$ cat config.mk
export PLATFORM = sky130hd
export DESIGN_NAME = pnoise_perm_ram
export DESIGN_NICKNAME = d
export VERILOG_FILES = /design/src/hdl/pnoise_pkg.sv /design/src/hdl/pnoise_perm_ram.sv
export SDC_FILE = /design/constraint.sdc
export NUM_CORES = 2
export LEC_CHECK = 0
export BUFFER_PORTS_ARGS = -buffer_cell sky130_fd_sc_hd__buf_2
export CAP_MARGIN = 10
export CORE_MARGIN = 2
export CORE_UTILIZATION = 63
export CTS_BUF_LIST = sky130_fd_sc_hd__clkbuf_16
export DETAILED_ROUTE_END_ITERATION = 12
export PLACE_DENSITY = 0.78
export SLEW_MARGIN = 20
export SYNTH_ARGS = -nofsm -noshare
export SYNTH_HDL_FRONTEND = slang
export SYNTH_SLANG_ARGS = --single-unit
export TNS_END_PERCENT = 100
$ cat constraint.sdc
create_clock -name clk -period 2.7 [get_ports clk]
set_input_delay 0.405 -clock clk [delete_from_list [all_inputs] [get_ports clk]]
set_output_delay 0.405 -clock clk [all_outputs]
set_load 0.01 [all_outputs]
$ cat src/hdl/pnoise_pkg.sv
`timescale 1ns / 1ps
// ----------------------------------------------------------------------------
// pnoise_pkg
// Shared types, constants and a helper function for the 2D gradient noise unit.
// ----------------------------------------------------------------------------
package pnoise_pkg;

    localparam int FRAC_BITS  = 16;
    localparam int TBL_AW     = 8;
    localparam int TABLE_SIZE = 1 << TBL_AW;
    localparam int OUT_W      = 20;
    localparam int LAC_FRAC   = 12;
    localparam int PERS_FRAC  = 16;
    localparam int APB_AW     = 4;
    localparam int APB_DW     = 32;

    // noise modes
    localparam logic [1:0] MODE_SINGLE  = 2'd0;
    localparam logic [1:0] MODE_FBM     = 2'd1;
    localparam logic [1:0] MODE_RIDGED  = 2'd2;
    localparam logic [1:0] MODE_BILLOWY = 2'd3;

    // register indexes
    localparam logic [1:0] REG_MODE    = 2'd0;
    localparam logic [1:0] REG_OCTAVES = 2'd1;
    localparam logic [1:0] REG_PERSIST = 2'd2;
    localparam logic [1:0] REG_LACUN   = 2'd3;

    // register reset values
    localparam logic [1:0]  RST_MODE    = MODE_FBM;
    localparam logic [3:0]  RST_OCTAVES = 4'd4;
    localparam logic [15:0] RST_PERSIST = 16'd32768;
    localparam logic [15:0] RST_LACUN   = 16'd8192;

    localparam logic signed [OUT_W-1:0] OUT_MAX = 20'sd524287;
    localparam logic signed [OUT_W-1:0] OUT_MIN = -20'sd524288;

    typedef struct packed {
        logic              rd;
        logic [TBL_AW-1:0] raddr;
        logic              wr;
        logic [TBL_AW-1:0] waddr;
        logic [TBL_AW-1:0] wdata;
    } perm_req_t;

    typedef struct packed {
        logic busy;
        logic done;
    } div_stat_t;

    // gradient dot product: +-a +-2b, a/b swapped for hash bit 2
    function automatic logic signed [19:0] corner_dot(
        input logic [TBL_AW-1:0]  h,
        input logic signed [17:0] dx,
        input logic signed [17:0] dy
    );
        logic signed [19:0] a;
        logic signed [19:0] b;
        logic signed [19:0] r;
        a = h[2] ? 20'(dy) : 20'(dx);
        b = h[2] ? 20'(dx) : 20'(dy);
        r = h[0] ? -a : a;
        r = h[1] ? (r - (b <<< 1)) : (r + (b <<< 1));
        return r;
    endfunction

endpackage

$ cat src/hdl/pnoise_perm_ram.sv
`timescale 1ns / 1ps
// ----------------------------------------------------------------------------
// pnoise_perm_ram
// Permutation table memory, one read and one write port, registered read.
// Entries never written read back as their own index.
// ----------------------------------------------------------------------------
module pnoise_perm_ram (
    input  logic                              clk,
    input  logic                              rst_n,
    input  pnoise_pkg::perm_req_t             req,
    output logic [pnoise_pkg::TBL_AW-1:0]     rdata
);

    logic [pnoise_pkg::TBL_AW-1:0]     perm_mem [pnoise_pkg::TABLE_SIZE];
    logic [pnoise_pkg::TABLE_SIZE-1:0] valid_reg;
    logic [pnoise_pkg::TBL_AW-1:0]     mem_q_reg;
    logic [pnoise_pkg::TBL_AW-1:0]     raddr_reg;
    logic                              hit_reg;

    always_ff @(posedge clk)
    begin
        if (req.wr)
        begin
            perm_mem[req.waddr] <= req.wdata;
        end
        if (req.rd)
        begin
            mem_q_reg <= perm_mem[req.raddr];
            raddr_reg <= req.raddr;
        end
    end

    always_ff @(posedge clk or negedge rst_n)
    begin
        if (!rst_n)
        begin
            valid_reg <= '0;
            hit_reg   <= 1'b0;
        end
        else
        begin
            if (req.wr)
            begin
                valid_reg[req.waddr] <= 1'b1;
            end
            if (req.rd)
            begin
                hit_reg <= valid_reg[req.raddr];
            end
        end
    end

    assign rdata = hit_reg ? mem_q_reg : raddr_reg;

endmodule

==> out/metrics.yaml <==
cts_inserted_buffers: 216
vdd_drop_max_v: 0.000743
grt-ovfl-total: 0
rows: 137
path_delay_family: "simple AND/OR/NAND/NOR gates"
wirelength_mm: 238
die_w_microns: 380
largest_reg_flops: 2048
rsz0062_at_grt: "false"
ios: 36
final_cell_count_no_fill: 7026
antenna_found_initial: 13
cp.arrival_ps: 3280
postCtsSetupRepairBufs: 0
grt_pass1_wl_mm: 345
seq_area_frac_synth_pct: 76.9
slew_viol_final: 0
gp_congestion: 0.917
port-buffer-count: 35
clock_latency_ps: 860
ys_warn_count: 0
dr.pass1.iters: 6
cts.clk_slew.worst_paths_ps: 60
syn_avg_cell_area_sq_um: 20.7
drtIter0Drc: 7876
clock_skew_ps: 41.7
grt_max_degree: 104
holdCritPathClass: "input pin to flop"
die_h_microns: 380
drtAntennaViolNets: 0
ys_types: 40
synth_nets: 4324
setup_viol: 0
start_util_pct: 63.6
drc_errors: 0
required_ps: 3290
vias: 48900
p_leak_nw: 35.8
clock-sinks: 2321
slowest_delay_ps: 530
max_cap_viol_count: 0
synth-seq-cells: 2321
crit_slowest_cell: "mux4_2"
regToRegSetupSlack_ps: 20
dpl.cell_count: 6601
setup.worst_path.end_class: "flop"
drive_gt1_share_pct: 32.8
cts_max_path_buffers: 3
vias_per_cell: 6.96
dpl.hpwl_mm: 144
whs_ps: 77.0
worst-setup-path-type: "flop to flop"
cp_max_fo: 1
status: "finished, final reports clean"
worst_slew_pin_slew_ps: 841
start_kind: "flop"
p_total_mw: 74.3
timing.final.crit_share_pct: 99.3
path_buf_inv: 1
period_minus_slack_ps: 2680
max_freq_ghz: 0.373
core_area_sq_um: 140000
cts_tree: "yes"
nets: 4975
grt_pass1_vias: 49800
finalHoldViolCount: 0
synth_area_sq_um: 89000
dieArea_sq_um: 144000
wire_per_inst_microns: 33.9
path_cells: "mux4_2, a22oi_2, a21oi_1, nor4_1, buf_4, o22ai_1, or2_1"
grt_use_total_pct: 33.4
h-tree-depth: 4
relSlewSlack_pct: 43.9
mostFrequentLayoutCell: "edfxtp_1"
p_per_area_nw_per_um2: 715
syn2layout_area_growth_pct: 16.6
syn_inst: 4296
root_buffer: "clkbuf_16"
layout_common_cells: "edfxtp_1 (2064), mux4_2 (563), buf_4 (552), nor2_1 (265), dfrtp_1 (257)"
-- worst paths after layout --
kind                                        from  cells after the start             end
min in group asynchronous                  rst_n                      2  valid_reg[172]
max in group asynchronous                  rst_n                      3  valid_reg[119]
worst min register to register     valid_reg[52]                      1   valid_reg[52]
worst max register to register  perm_mem[236][1]                      7    mem_q_reg[1]
worst max-delay path            perm_mem[236][1]                      7    mem_q_reg[1]
worst min-delay path                     req[23]                      1    raddr_reg[6]
-- metal layers --
| metal | global-route usage [%] | wire length (microns) | vias to the layer above |
|---|---|---|---|
| met5 | 0 | 77 | - |
| met4 | 13.8 | 10600 | 12 |
| met3 | 9.19 | 30300 | 654 |
| met2 | 52.2 | 115000 | 3991 |
| met1 | 45.2 | 81900 | 25300 |
| li1 | - | - | 19000 |
-- cell type report --
class | count | area [sq um]
flip-flops and latches | 2321 | 68400
fillers | 7253 | 36100
multi-input cells | 1716 | 19600
repair buffers | 687 | 6380
clock buffers | 218 | 5460
well taps | 1876 | 2350
clock inverters | 193 | 1550
diodes | 10 | 25.0
inverters | 5 | 18.8
-- kinds of logic after synthesis --
logic type,share of synthesized area [%]
flops,76.9
buf+inv,1.23
compound gates,3.31
mux,14.7
simple gates,3.85
-- per-stage QoR --
step / setup slack [ps] / area, sq um / TNS [ps] / utilization (%)
after floorplan: 2.27 / 89100 / 0 / -
after global placement: -1090 / 96600 / -6170 / 69.1
after detailed placement: -1140 / 96600 / -6510 / 69.1
after CTS: 3.13 / 104000 / 0 / 74.1
after global routing: 12.8 / 104000 / 0 / 74.2
final: 17.8 / 104000 / 0 / 74.2
-- cells in the mapped netlist, drive strengths merged --
cell type | instances | area [sq um]
a2111oi | 5 | 45.0
a211o | 1 | 8.76
a211oi | 3 | 22.5
a21oi | 134 | 671
a22o | 2 | 17.5
a22oi | 258 | 1940
a31oi | 3 | 18.8
and2 | 1 | 6.26
and3 | 1 | 6.26
and3b | 1 | 8.76
buf | 106 | 518
clkbuf | 148 | 556
dfrtp | 257 | 6430
edfxtp | 2064 | 62000
inv | 5 | 18.8
mux2 | 11 | 124
mux2i | 27 | 270
mux4 | 565 | 12700
nand2 | 33 | 124
nand2b | 4 | 25.0
nand3 | 31 | 155
nand3b | 1 | 7.51
nand4 | 14 | 87.6
nand4b | 1 | 8.76
nor2 | 267 | 1000
nor2b | 14 | 87.6
nor3 | 8 | 40.0
nor4 | 33 | 206
o211ai | 1 | 7.51
o221ai | 10 | 87.6
o22ai | 21 | 131
or2 | 266 | 1660
-- where the power goes --
part	switching, mW	total (mW)	internal (mW)
combinational	2.63	4.49	1.86
clock	13.3	30.1	16.7
sequential	0.228	39.7	39.5
total	16.2	74.3	58.1
-- timing repair --
action                                  CTS  global route
pin swaps                                 1             2
endpoints found under the hold margin   216             0
gates cloned                              0             0
resized for setup                         3            13
hold buffers                              4             0
endpoints found under the setup margin    2             6
Note: power is estimated with default switching activity, not from simulation.
