`config.mk`:
```
export PLATFORM = sky130hd
export DESIGN_NAME = pnoise_divider
export DESIGN_NICKNAME = d
export VERILOG_FILES = /design/src/hdl/pnoise_pkg.sv /design/src/hdl/pnoise_divider.sv
export SDC_FILE = /design/constraint.sdc
export NUM_CORES = 1
export LEC_CHECK = 0
export BUFFER_PORTS_ARGS = -buffer_cell sky130_fd_sc_hd__buf_2
export CORE_MARGIN = 3
export CORE_UTILIZATION = 45
export DETAILED_ROUTE_END_ITERATION = 8
export HOLD_SLACK_MARGIN = 0.12
export PLACE_DENSITY = 0.67
export SLEW_MARGIN = 20
export SYNTH_ARGS = -nofsm -noshare
export SYNTH_HDL_FRONTEND = slang
export SYNTH_SLANG_ARGS = --single-unit
export TNS_END_PERCENT = 20
```
`constraint.sdc`:
```
create_clock -name clk -period 3.35 [get_ports clk]
set_clock_uncertainty 0.2 [all_clocks]
set_input_delay 0.335 -clock clk [delete_from_list [all_inputs] [get_ports clk]]
set_output_delay 0.335 -clock clk [all_outputs]
set_load 0.03 [all_outputs]
```
`src/hdl/pnoise_pkg.sv`:
```
`timescale 1ns / 1ps
// ----------------------------------------------------------------------------
// pnoise_pkg
// Shared types, constants and a helper function for the 2D gradient noise unit.
// ----------------------------------------------------------------------------
package pnoise_pkg;

    localparam int FRAC_BITS  = 16;
    localparam int TBL_AW     = 8;
    localparam int TABLE_SIZE = 1 << TBL_AW;
    localparam int OUT_W      = 20;
    localparam int LAC_FRAC   = 12;
    localparam int PERS_FRAC  = 16;
    localparam int APB_AW     = 4;
    localparam int APB_DW     = 32;

    // noise modes
    localparam logic [1:0] MODE_SINGLE  = 2'd0;
    localparam logic [1:0] MODE_FBM     = 2'd1;
    localparam logic [1:0] MODE_RIDGED  = 2'd2;
    localparam logic [1:0] MODE_BILLOWY = 2'd3;

    // register indexes
    localparam logic [1:0] REG_MODE    = 2'd0;
    localparam logic [1:0] REG_OCTAVES = 2'd1;
    localparam logic [1:0] REG_PERSIST = 2'd2;
    localparam logic [1:0] REG_LACUN   = 2'd3;

    // register reset values
    localparam logic [1:0]  RST_MODE    = MODE_FBM;
    localparam logic [3:0]  RST_OCTAVES = 4'd4;
    localparam logic [15:0] RST_PERSIST = 16'd32768;
    localparam logic [15:0] RST_LACUN   = 16'd8192;

    localparam logic signed [OUT_W-1:0] OUT_MAX = 20'sd524287;
    localparam logic signed [OUT_W-1:0] OUT_MIN = -20'sd524288;

    typedef struct packed {
        logic              rd;
        logic [TBL_AW-1:0] raddr;
        logic              wr;
        logic [TBL_AW-1:0] waddr;
        logic [TBL_AW-1:0] wdata;
    } perm_req_t;

    typedef struct packed {
        logic busy;
        logic done;
    } div_stat_t;

    // gradient dot product: +-a +-2b, a/b swapped for hash bit 2
    function automatic logic signed [19:0] corner_dot(
        input logic [TBL_AW-1:0]  h,
        input logic signed [17:0] dx,
        input logic signed [17:0] dy
    );
        logic signed [19:0] a;
        logic signed [19:0] b;
        logic signed [19:0] r;
        a = h[2] ? 20'(dy) : 20'(dx);
        b = h[2] ? 20'(dx) : 20'(dy);
        r = h[0] ? -a : a;
        r = h[1] ? (r - (b <<< 1)) : (r + (b <<< 1));
        return r;
    endfunction

endpackage

```
`src/hdl/pnoise_divider.sv`:
```
`timescale 1ns / 1ps
// ----------------------------------------------------------------------------
// pnoise_divider
// Restoring divider, one quotient bit per cycle, 20-bit quotient.
// The dividend must be below divisor * 2^20.
// ----------------------------------------------------------------------------
module pnoise_divider #(
    parameter int WS_W = 20
) (
    input  logic                                 clk,
    input  logic                                 rst_n,
    input  logic                                 start,
    input  logic [WS_W+pnoise_pkg::OUT_W-1:0]    dividend,
    input  logic [WS_W-1:0]                      divisor,
    output pnoise_pkg::div_stat_t                stat,
    output logic [pnoise_pkg::OUT_W-1:0]         quotient
);

    localparam int DVD_W = WS_W + pnoise_pkg::OUT_W;
    localparam int CNT_W = $clog2(pnoise_pkg::OUT_W);

    logic [DVD_W-1:0]             rem_reg;
    logic [DVD_W-1:0]             sh_reg;
    logic [pnoise_pkg::OUT_W-1:0] q_reg;
    logic [CNT_W-1:0]             cnt_reg;
    logic                         busy_reg;
    logic                         done_reg;
    logic                         fit;

    assign fit = (rem_reg >= sh_reg);

    always_ff @(posedge clk)
    begin
        if (start)
        begin
            rem_reg <= dividend;
            sh_reg  <= DVD_W'({divisor, {(pnoise_pkg::OUT_W-1){1'b0}}});
            q_reg   <= '0;
        end
        else if (busy_reg)
        begin
            rem_reg <= fit ? (rem_reg - sh_reg) : rem_reg;
            sh_reg  <= sh_reg >> 1;
            q_reg   <= {q_reg[pnoise_pkg::OUT_W-2:0], fit};
        end
    end

    always_ff @(posedge clk or negedge rst_n)
    begin
        if (!rst_n)
        begin
            busy_reg <= 1'b0;
            done_reg <= 1'b0;
            cnt_reg  <= '0;
        end
        else
        begin
            done_reg <= 1'b0;
            if (start)
            begin
                busy_reg <= 1'b1;
                cnt_reg  <= '0;
            end
            else if (busy_reg)
            begin
                cnt_reg <= cnt_reg + 1'b1;
                if (cnt_reg == CNT_W'(pnoise_pkg::OUT_W - 1))
                begin
                    busy_reg <= 1'b0;
                    done_reg <= 1'b1;
                end
            end
        end
    end

    assign stat.busy = busy_reg;
    assign stat.done = done_reg;
    assign quotient  = q_reg;

endmodule

```
==> summary.txt <==
Status
  • Status: completed

Power
  • Pwr Total: 6.48 mW
  • Power Density: 789 nW/um^2
  • Maximum vdd drop: 0.378 mV
  • Lkg Pwr: 3.72 nW

Routing
  • Met1 WL: between 8 and 9 mm
  • DRC viols: 0
  • Routed Wire Length: approximately 17 mm
  • DRT Pass-1 Iters: 6
  • WL met3: ~840 microns
  • Vias: 5970
  • Met2 wire length: 7.71 mm
  • Post-DRT Antenna Nets: 0
  • Drt wl/cell: ~16 microns
  • Vias per cell: between 5 and 6
  • Top sig layer: met4
  • Initial DRC Count: between 400 and 500

Worst setup path
  • Reg-to-Reg End: rem_reg[30]
  • Max stage delay on crit path: 0.40 ns
  • Crit path required time: 3.25 ns
  • Most common cell on crit path: inv_1
  • R2R Path Start: rem_reg[0]
  • Cell Chain, Critical Path: inv_1 > ha_1 > inv_1 > fa_1 > a21o_1 > a221oi_4 > nor3_1 > or2_1 > a31o_2 > a2111oi_2 > a311oi_1
  • Kind of cell adding the most delay to the critical path: compound AO/OA/AOI/OAI gates
  • Crit Path Category: flop to flop
  • R2R Setup Slk: 0.14 ns
  • Crit path launch type: flop
  • Critical path buffers and inverters: 2
  • CP arrival: around 3.1 ns
  • Crit end category: flop
  • WP depth: 11
  • Max FO, Critical Path: 5
  • Reg2reg path depth: 11
  • Crit path max-delay cell type: fa_1

Place
  • # port buffers: 84
  • Pre-CTS setup slack: 0.130 ns
  • HPWL after DPL: 12.2 mm
  • Routability cong.: 0.942
  • Placed cell area: 7410 sq um
  • DP Cell Count: 1010

Timing
  • Min cycle time layout: 3.21 ns
  • Worst-Margin Slew: 0.663 ns
  • Fin Hold WS: 0.129 ns
  • Hold Vio Cnt, Final: 0
  • Setup TNS: 0 ns
  • Fin crit share: between 90% and 100%
  • RSZ-0062 raised after global routing: no
  • Worst slew margin: 55.8%
  • FMAX: 311 MHz
  • Max-slew violations: 0
  • Endpoints failing setup: 0
  • Post-route setup slack: between 0.1 and 0.15 ns

Synth
  • Register area share after synthesis: 40.3%
  • Post-Syn Area: between 6000 and 7000 sq um
  • Cells after Synth: 780
  • FFs w/ async S/R, synth: 6.60%
  • Syn_area_per_cell: 8.76 sq um
  • Flops & latches, synth: ~110
  • EDFF count, synth: 60
  • Synthesized Nets: 884
  • YS warnings: 0
  • Number of library cell types mapped by synthesis: between 60 and 70
  • Main flop type after synthesis: edfxtp_1

Die
  • Die Area: 16700 sq um
  • Placeable Area: 14700 sq um
  • Starting Density: between 40 and 50%
  • Io pins: 85
  • Row cnt: 44
  • Die W: between 100 and 150 microns
  • Die Y: 129 microns

GRT
  • Largest net degree at the start of global routing: 55
  • Grt total ovfl: 0
  • Number of global-route vias before repair: 5600
  • Global-route wire length before repair: 27.8 mm
  • Initial antenna violation count: 0
  • Total track usage: 20.7%

Clock network
  • Htree depth: 3
  • Total CTS buffers: 9
  • Clock sinks: between 100 and 150
  • Clk_lat worst skew: 0.36 ns
  • Clk slew on worst S/H paths: roughly 0.08 ns
  • TritonCTS clock tree: built
  • CTS Buffer Depth: 2
  • CTS Root Cell: clkbuf_16

Layout
  • Post-layout util: 55.9%
  • Cell area after layout: 8220 sq um
  • Final net count: 992
  • Fillers: between 1k and 1.5k
  • Share of cells above drive strength 1: 14.8%
  • Register cell area after layout: 2760 sq um
  • Final instance count without filler cells: 1077
  • Footprint of the multi-input gates: 3720 sq um
  • Most common cell after layout, fill and taps aside: nand2_1
  • Commonest non-fill, non-tap cells in the layout: nand2_1, buf_2, nor2_1
  • P&R area growth vs syn: 20.2%
  • Largest register FFs: 40
  • Inserted Diodes: 0

Job
  • Total of max-cap violations: 0

Hold path
  • HP Class: input pin to asynchronous set/reset pin
layout make-up:
cell class,count,area share [%]
sequential,106,33.6
inverter,46,2.10
clock inverter,7,0.731
timing repair buffer,147,12.7
clock buffer,9,2.74
multi-input combinational,578,45.3
tap,184,2.80
how the worst max path moves through the flow:
stage	start	to	slack [ns]
6_report	rem_reg[0]	rem_reg[30]	0.14
4_1_cts	rem_reg[0]	rem_reg[33]	0.10
3_5_place_dp	rem_reg[0]	rem_reg[35]	0.13
2_1_floorplan	rem_reg[0]	rem_reg[0]	0.18
5_1_grt	rem_reg[0]	rem_reg[34]	0.001
3_3_place_gp	rem_reg[0]	rem_reg[29]	0.21
power by group:
| group | switching (mW) | internal (mW) |
|---|---|---|
| logic | 2.10 | 1.43 |
| clock network | 0.523 | 0.520 |
| registers | 0.135 | 1.78 |
| total | 2.75 | 3.73 |
synthesized netlist by cell type (all sizes together) (3+ instances only):
master	count	area share, %
nand2	99	5.4
dfxtp	39	11
nand3	7	0.51
xor2	17	2.2
a22o	4	0.51
and3	4	0.37
a211o	3	0.38
xnor2	12	1.5
o21ai	66	4.8
a31oi	7	0.73
buf	12	0.79
a21oi	49	3.6
ha	40	7.3
nor2b	8	0.73
nor3	16	1.2
nor4	3	0.27
nand2b	5	0.46
a211oi	4	0.44
and2	3	0.27
clkbuf	38	2.1
nor2	79	4.3
a2111oi	3	0.66
a221oi	3	0.48
a21boi	4	0.44
nand4	24	2.2
o211ai	6	0.66
mux2	3	0.49
dfrtp	7	2.6
nor3b	4	0.44
o31ai	4	0.64
or3	3	0.27
a21o	19	2.1
inv	46	2.5
edfxtp	60	26
o211a	4	0.59
o21a	7	0.77
or2	4	0.37
mux2i	40	5.9
kinds of logic (layout without fill, tap and decap cells):
kind of cell	count (synthesis)	count (layout)	synth area share, %
mux	43	43	6.35
fa+ha+maj	41	41	7.61
buf+inv	96	209	5.40
simple gates	263	263	17.4
compound gates	202	202	19.2
flops	106	106	40.3
xor+xnor	29	29	3.72
repair_timing:
action / CTS / global route
hold buffers: 50 / 0
endpoints found under the setup margin: 0 / 42
buffers inserted: 0 / 1
hold endpoints to repair: 56 / 0
resized for setup: 0 / 2
routing by layer:
metal	up-vias	track usage (%)
li1	3007	-
met1	2793	28.5
met2	153	33.1
met3	17	4.12
met4	0	6.24
met5	-	0
Note: power is estimated with default switching activity, not from simulation.
